`config.mk`:
```
export PLATFORM = sky130hd
export DESIGN_NAME = dcd_ctrl
export DESIGN_NICKNAME = d
export VERILOG_FILES = /design/src/hdl/dcd_pkg.sv /design/src/hdl/dcd_ctrl.sv
export SDC_FILE = /design/constraint.sdc
export NUM_CORES = 1
export LEC_CHECK = 0
export BUFFER_PORTS_ARGS = -buffer_cell sky130_fd_sc_hd__clkbuf_2
export CAP_MARGIN = 20
export CORE_ASPECT_RATIO = 1.5
export CORE_MARGIN = 2
export CORE_UTILIZATION = 40
export CTS_BUF_LIST = sky130_fd_sc_hd__clkbuf_8
export DETAILED_ROUTE_END_ITERATION = 6
export GPL_ROUTABILITY_DRIVEN = 1
export REMOVE_ABC_BUFFERS = 1
export SLEW_MARGIN = 20
export SYNTH_ARGS = -nofsm -noshare
export SYNTH_HDL_FRONTEND = slang
export SYNTH_SLANG_ARGS = --single-unit
```
`constraint.sdc`:
```
create_clock -name clk_i -period 2.45 [get_ports clk_i]
set_input_delay 0.3675 -clock clk_i [delete_from_list [all_inputs] [get_ports clk_i]]
set_output_delay 0.3675 -clock clk_i [all_outputs]
set_load 0.02 [all_outputs]
```
`src/hdl/dcd_pkg.sv`:
```
// Package for the door crossing detector.
// Holds field widths, item and register codes, and the controller interface structs.
// No dependencies.
`timescale 1ns / 1ps
`default_nettype none

package dcd_pkg;

  localparam int unsigned MAX_LINKS = 64;
  localparam int unsigned LINK_W    = 6;
  localparam int unsigned CNT_W     = 7;
  localparam int unsigned SLOT_W    = 2;
  localparam int unsigned COORD_W   = 24;
  localparam int unsigned ZONE_W    = 8;
  localparam int unsigned DIST_W    = 40;
  localparam int unsigned KIND_W    = 2;
  localparam int unsigned CFG_IDX_W = 2;
  localparam int unsigned DIFF_W    = COORD_W + 1;
  localparam int unsigned PROD_W    = 2 * DIFF_W;
  localparam int unsigned SUM_W     = PROD_W + 1;
  localparam int unsigned PT_W      = 2 * COORD_W;
  localparam int unsigned HDR_W     = 1 + 2 * ZONE_W;
  localparam int unsigned PT_DEPTH  = 4 * MAX_LINKS;

  localparam logic [CNT_W-1:0]  LINK_COUNT_RST = 7'd0;
  localparam logic [DIST_W-1:0] JUMP_RST       = 40'd65536;
  localparam logic [DIST_W-1:0] MARGIN_RST     = 40'd16384;

  typedef enum logic [KIND_W-1:0] {
    KIND_HDR  = 2'd0,
    KIND_PT   = 2'd1,
    KIND_POSE = 2'd2,
    KIND_ZONE = 2'd3
  } kind_e;

  typedef enum logic [CFG_IDX_W-1:0] {
    CFG_LINK_COUNT = 2'd0,
    CFG_JUMP       = 2'd1,
    CFG_MARGIN     = 2'd2
  } cfg_idx_e;

  typedef enum logic [2:0] {
    PS_OLD   = 3'd0,
    PS_NEW   = 3'd1,
    PS_P0    = 3'd2,
    PS_P1    = 3'd3,
    PS_POST0 = 3'd4,
    PS_POST1 = 3'd5,
    PS_ORIG  = 3'd6
  } pt_sel_e;

  typedef struct packed {
    logic    cap_item;
    logic    hdr_wr;
    logic    pt_wr;
    logic    zone_set;
    logic    fresh_clr;
    logic    hdr_rd;
    logic    pt_rd;
    logic    pt_slot;
    logic    lat_hdr;
    logic    lat_p0;
    logic    lat_p1;
    logic    mul_en;
    logic    op_cross;
    pt_sel_e sel_a;
    pt_sel_e sel_b;
    pt_sel_e sel_p;
    logic [1:0] dst;
    logic    idx_clr;
    logic    idx_inc;
    logic    arm;
    logic    disarm;
    logic    fire;
    logic    out_load;
  } cmd_t;

  typedef struct packed {
    kind_e kind;
    logic  fresh;
    logic  armed;
    logic  jump_ok;
    logic  scan_done;
    logic  hdr_hit;
    logic  cross_hit;
    logic  side_ok;
    logic  fire_ok;
  } stat_t;

endpackage

`default_nettype wire

```
`src/hdl/dcd_ctrl.sv`:
```
// Controller of the door crossing detector: one-hot sequencer over item handling,
// the link scan and the armed check, plus the input and output handshakes.
// Depends on dcd_pkg.
`timescale 1ns / 1ps
`default_nettype none

module dcd_ctrl (
  input  wire logic           clk_i,
  input  wire logic           rst_ni,
  input  wire logic           in_valid_i,
  output logic                in_ready_o,
  output logic                out_valid_o,
  input  wire logic           out_ready_i,
  input  wire dcd_pkg::stat_t stat_i,
  output dcd_pkg::cmd_t       cmd_o
);

  import dcd_pkg::*;

  typedef enum logic [20:0] {
    S_IDLE = 21'h000001,
    S_DISP = 21'h000002,
    S_DW   = 21'h000004,
    S_DC   = 21'h000008,
    S_A0   = 21'h000010,
    S_A1   = 21'h000020,
    S_A2   = 21'h000040,
    S_AW   = 21'h000080,
    S_AE   = 21'h000100,
    S_SH   = 21'h000200,
    S_SK   = 21'h000400,
    S_SP0  = 21'h000800,
    S_SP1  = 21'h001000,
    S_SP2  = 21'h002000,
    S_C0   = 21'h004000,
    S_C1   = 21'h008000,
    S_C2   = 21'h010000,
    S_C3   = 21'h020000,
    S_CW   = 21'h040000,
    S_CE   = 21'h080000,
    S_FIN  = 21'h100000
  } state_e;

  state_e state_q, state_d;
  logic   out_valid_q, out_valid_d;

  assign in_ready_o  = (state_q == S_IDLE);
  assign out_valid_o = out_valid_q;

  always_comb begin
    state_d = state_q;
    cmd_o   = '0;
    cmd_o.sel_a = PS_OLD;
    cmd_o.sel_b = PS_NEW;
    cmd_o.sel_p = PS_OLD;
    case (state_q)
      S_IDLE: begin
        if (in_valid_i) begin
          cmd_o.cap_item = 1'b1;
          state_d = S_DISP;
        end
      end
      S_DISP: begin
        state_d = S_FIN;
        case (stat_i.kind)
          KIND_HDR:  cmd_o.hdr_wr = 1'b1;
          KIND_PT:   cmd_o.pt_wr = 1'b1;
          KIND_ZONE: cmd_o.zone_set = 1'b1;
          KIND_POSE: begin
            if (stat_i.fresh) begin
              cmd_o.fresh_clr = 1'b1;
            end else begin
              cmd_o.mul_en = 1'b1;
              state_d = S_DW;
            end
          end
          default: ;
        endcase
      end
      S_DW: state_d = S_DC;
      S_DC: begin
        if (!stat_i.jump_ok) begin
          state_d = S_FIN;
        end else if (stat_i.armed) begin
          state_d = S_A0;
        end else begin
          cmd_o.idx_clr = 1'b1;
          state_d = S_SH;
        end
      end
      S_A0: begin
        cmd_o.mul_en = 1'b1;
        cmd_o.op_cross = 1'b1;
        cmd_o.sel_a = PS_POST0;
        cmd_o.sel_b = PS_POST1;
        cmd_o.sel_p = PS_ORIG;
        cmd_o.dst = 2'd0;
        state_d = S_A1;
      end
      S_A1: begin
        cmd_o.mul_en = 1'b1;
        cmd_o.op_cross = 1'b1;
        cmd_o.sel_a = PS_POST0;
        cmd_o.sel_b = PS_POST1;
        cmd_o.sel_p = PS_NEW;
        cmd_o.dst = 2'd1;
        state_d = S_A2;
      end
      S_A2: begin
        cmd_o.mul_en = 1'b1;
        cmd_o.sel_a = PS_ORIG;
        cmd_o.sel_b = PS_NEW;
        state_d = S_AW;
      end
      S_AW: state_d = S_AE;
      S_AE: begin
        if (!stat_i.side_ok) begin
          cmd_o.disarm = 1'b1;
        end else if (stat_i.fire_ok) begin
          cmd_o.fire = 1'b1;
        end
        state_d = S_FIN;
      end
      S_SH: begin
        if (stat_i.scan_done) begin
          state_d = S_FIN;
        end else begin
          cmd_o.hdr_rd = 1'b1;
          state_d = S_SK;
        end
      end
      S_SK: begin
        if (stat_i.hdr_hit) begin
          cmd_o.lat_hdr = 1'b1;
          state_d = S_SP0;
        end else begin
          cmd_o.idx_inc = 1'b1;
          state_d = S_SH;
        end
      end
      S_SP0: begin
        cmd_o.pt_rd = 1'b1;
        state_d = S_SP1;
      end
      S_SP1: begin
        cmd_o.pt_rd = 1'b1;
        cmd_o.pt_slot = 1'b1;
        cmd_o.lat_p0 = 1'b1;
        state_d = S_SP2;
      end
      S_SP2: begin
        cmd_o.lat_p1 = 1'b1;
        state_d = S_C0;
      end
      S_C0: begin
        cmd_o.mul_en = 1'b1;
        cmd_o.op_cross = 1'b1;
        cmd_o.sel_p = PS_P0;
        cmd_o.dst = 2'd0;
        state_d = S_C1;
      end
      S_C1: begin
        cmd_o.mul_en = 1'b1;
        cmd_o.op_cross = 1'b1;
        cmd_o.sel_p = PS_P1;
        cmd_o.dst = 2'd1;
        state_d = S_C2;
      end
      S_C2: begin
        cmd_o.mul_en = 1'b1;
        cmd_o.op_cross = 1'b1;
        cmd_o.sel_a = PS_P0;
        cmd_o.sel_b = PS_P1;
        cmd_o.sel_p = PS_OLD;
        cmd_o.dst = 2'd2;
        state_d = S_C3;
      end
      S_C3: begin
        cmd_o.mul_en = 1'b1;
        cmd_o.op_cross = 1'b1;
        cmd_o.sel_a = PS_P0;
        cmd_o.sel_b = PS_P1;
        cmd_o.sel_p = PS_NEW;
        cmd_o.dst = 2'd3;
        state_d = S_CW;
      end
      S_CW: state_d = S_CE;
      S_CE: begin
        cmd_o.arm = stat_i.cross_hit;
        cmd_o.idx_inc = 1'b1;
        state_d = S_SH;
      end
      S_FIN: begin
        if (!out_valid_q || out_ready_i) begin
          cmd_o.out_load = 1'b1;
          state_d = S_IDLE;
        end
      end
      default: state_d = S_IDLE;
    endcase
  end

  always_comb begin
    out_valid_d = out_valid_q;
    if (cmd_o.out_load) begin
      out_valid_d = 1'b1;
    end else if (out_ready_i) begin
      out_valid_d = 1'b0;
    end
  end

  always_ff @(posedge clk_i or negedge rst_ni) begin
    if (!rst_ni) begin
      state_q     <= S_IDLE;
      out_valid_q <= 1'b0;
    end else begin
      state_q     <= state_d;
      out_valid_q <= out_valid_d;
    end
  end

endmodule

`default_nettype wire

```
==> metrics.md <==
| Metric | Value |
|---|---|
| Die Area | `4270 um^2` |
| # fillers | `280` |
| Required @ worst endpoint | `2080 ps` |
| Utilization after layout | `69.31%` |
| Final count of negative-setup-slack endpoints | `14` |
| Worst reg-to-reg setup slack | `300 ps` |
| Post-Place Cell Area | `1882 um^2` |
| Sequential share of the synthesized area | `36.75%` |
| Crit Reg-Reg Startpoint | `state_q[6]` |
| LEAKAGE | `1.261 nW` |
| Post-synthesis compound-gate area fraction | `5.667%` |
| Mean routed wirelength per cell | `16.68 um` |
| Multiplexer share of the synthesized area | `0%` |
| Leading area contributor after synthesis | `dfrtp_1` |
| # clock sinks | `22` |
| # hold bufs at CTS | `0` |
| Power per Cell Area | `557.4 nW/um^2` |
| Post-Synthesis Cells | `162` |
| Core ar. | `3649 um^2` |
| R2R Path End | `state_q[9]` |
| Die Span Y | `79.04 um` |
| Clock Latency Late Sink | `270 ps` |
| Synth area leaders | `dfrtp_1, nor4_4, nor2_1, buf_4, nor4_1` |
| RSZ-0062 raised after global routing | `true` |
| Synth unique cells | `47` |
| Max Cap Viol | `0` |
| Largest family of logic cells by synthesized area | `simple AND/OR/NAND/NOR gates` |
| Post-Place Setup Slack | `16.72 ps` |
| Fin worst setup slack | `-181.9 ps` |
| Vias in the first global route | `1548` |
| Setup TNS | `-1028 ps` |
| Crit path time final | `2632 ps` |
| Mapped Area | `1501 um^2` |
| Hpwl dp | `3006 um` |
| WS Path Type | `reg2out` |
| WP data arrival | `2260 ps` |
| Status | `finished, violations left` |
| Final Hold Vio Count | `0` |
| CP delay by family, top | `simple AND/OR/NAND/NOR gates` |
| Crit-path max FO | `4` |
| Clock Skew | `4.856 ps` |
| Synth warn | `0` |
| Largest net degree at the start of global routing | `23` |
| # diodes | `0` |
| CTS Buffer Depth | `2` |
| Final Max Slew Viols | `0` |
| Routed Antenna Nets | `0` |
| DRT Pass-1 Iters | `4` |
| Area grow syn2layout | `68.42%` |
| Post-Synth Adder-Cell Area | `0%` |
| Drt drc | `0` |
| Crit-path max cell delay | `540 ps` |
| Hold crit path type | `in2async` |
| Ys flop type | `dfrtp_1` |
| Initial antenna violation count | `0` |
| Ports | `46` |
| EDFF count, synth | `0` |
| H-Tree Depth | `1` |
| Crit. End Element | `output port` |
| Startpoint Class | `register` |
| Crit-path cells | `nor4_4, buf_4, nand3_4, or4_4, nor3b_2, or3_1, clkbuf_4` |
| Die width | `54.03 um` |
| Buf/Inv on CP | `2` |
| Routed vias/inst | `5.572` |
| Port-buffer cells | `43` |
| Inserted Clock Buffers | `3` |
| Top cells by count, synth | `dfrtp_1, nor2_1, nand2_1` |
| Seq. cell area | `558.0 um^2` |
| Total track usage | `21.67%` |
| CTS root buf | `clkbuf_8` |
| Failing checks | `negative setup slack` |
| Fmax | `0.3800 GHz` |
| Layout net count | `271` |
| Crit path launch | `state_q[2]` |
| Fin crit share | `107.4%` |
| First-pass GRT wire length | `6948 um` |
| Number of DRC markers in iteration 0 | `84` |
| Initial core utilization | `41.15%` |
| CTS tree | `done` |
| FP Rows | `27` |
| Multi-input logic area | `1085 um^2` |
| Ys async rst share | `100.0%` |
| Average cell area after synthesis | `9.268 um^2` |
| GRT overflow | `0` |
| Tot Pwr | `1.409 mW` |
| CP max stage cell | `or4_4` |
| Share of cells above drive strength 1 | `58.59%` |
| Placer Congestion | `0.8388` |
| Clock transition at path regs | `80 ps` |
| Cell count of the worst reg-to-reg path | `8` |
| DRT Wirelength | `4988 um` |
| Peak VDD IR | `443.5 uV` |
| Synth top area share | `35.00%` |
| Flop and latch count out of synthesis | `22` |
| Slew margin rel. | `61.30%` |
| Final instance area | `2529 um^2` |
| Vias | `1666` |
| Post-synthesis simple-gate area fraction | `46.42%` |
| Synth Area in XOR/XNOR | `4.083%` |
| Worst-margin pin slew | `580.5 ps` |
metrics by stage:
step,hold slack [ps],std cells
4_1_cts,101.6,286
3_5_place_dp,388.7,262
5_1_grt,120.3,299
3_3_place_gp,390.0,262
6_report,81.03,299
2_1_floorplan,71.91,152
area by class of cell:
class	count	share of cell area (%)
clock inverter	1	0.1484
clock buffer	3	1.633
inverter	8	1.188
tap	43	2.128
timing repair buffer	100	29.94
sequential	22	22.07
multi-input combinational	122	42.90
cells in the final DEF (no fill, tap or decap), types with 5 or more instances in the layout:
cell type / netlist / routed
buf_4: 6 / 57
clkbuf_2: 0 / 24
nor2_1: 21 / 17
dfrtp_1: 21 / 16
buf_6: 1 / 11
nor4_4: 4 / 9
inv_1: 8 / 9
nand2_1: 10 / 7
clkbuf_8: 0 / 7
xor2_1: 5 / 5
dfrtp_2: 0 / 5
metal layers:
| metal | GRT usage, % | up-vias | wire length [um] |
|---|---|---|---|
| met2 | 39.02 | 62 | 2765 |
| met5 | 0 | - | 0 |
| met3 | 3.195 | 20 | 247 |
| met4 | 9.750 | 0 | 206 |
| li1 | - | 770 | - |
| met1 | 23.83 | 814 | 1768 |
repair_timing:
item,in CTS,in global routing
hold endpoints to repair,0,0
setup endpoints to repair,28,27
setup buffers,20,16
resized for setup,43,51
pin swaps,19,20
logic make-up (layout without fill, tap and decap cells):
kind of cell    after synthesis  after routing
simple gates                101            101
compound gates               12             12
other cells                   2              2
flops                        22             22
xor+xnor                      7              7
buf+inv                      18            112
state kept, by name, summed over array words and instances, names as in the netlist:
name,flops
out_valid_o,1
state_q,21
where the power goes:
| group | internal, mW | switching (mW) | total (mW) |
|---|---|---|---|
| Combinational | 0.366 | 0.380 | 0.746 |
| Sequential | 0.392 | 0.0332 | 0.425 |
| Clock | 0.112 | 0.126 | 0.238 |
worst max path at each step:
| stage | endpoint | slack, ps | cells past startpoint |
|---|---|---|---|
| after global routing | cmd_o[6] | -260 | 7 |
| final | cmd_o[6] | -180 | 7 |
| after CTS | cmd_o[6] | -170 | 6 |
| after global placement | cmd_o[8] | 40 | 6 |
| after floorplan | cmd_o[23] | -870 | 5 |
| after detailed placement | cmd_o[6] | 20 | 6 |
No activity file was read; power rests on OpenSTA's default activity.
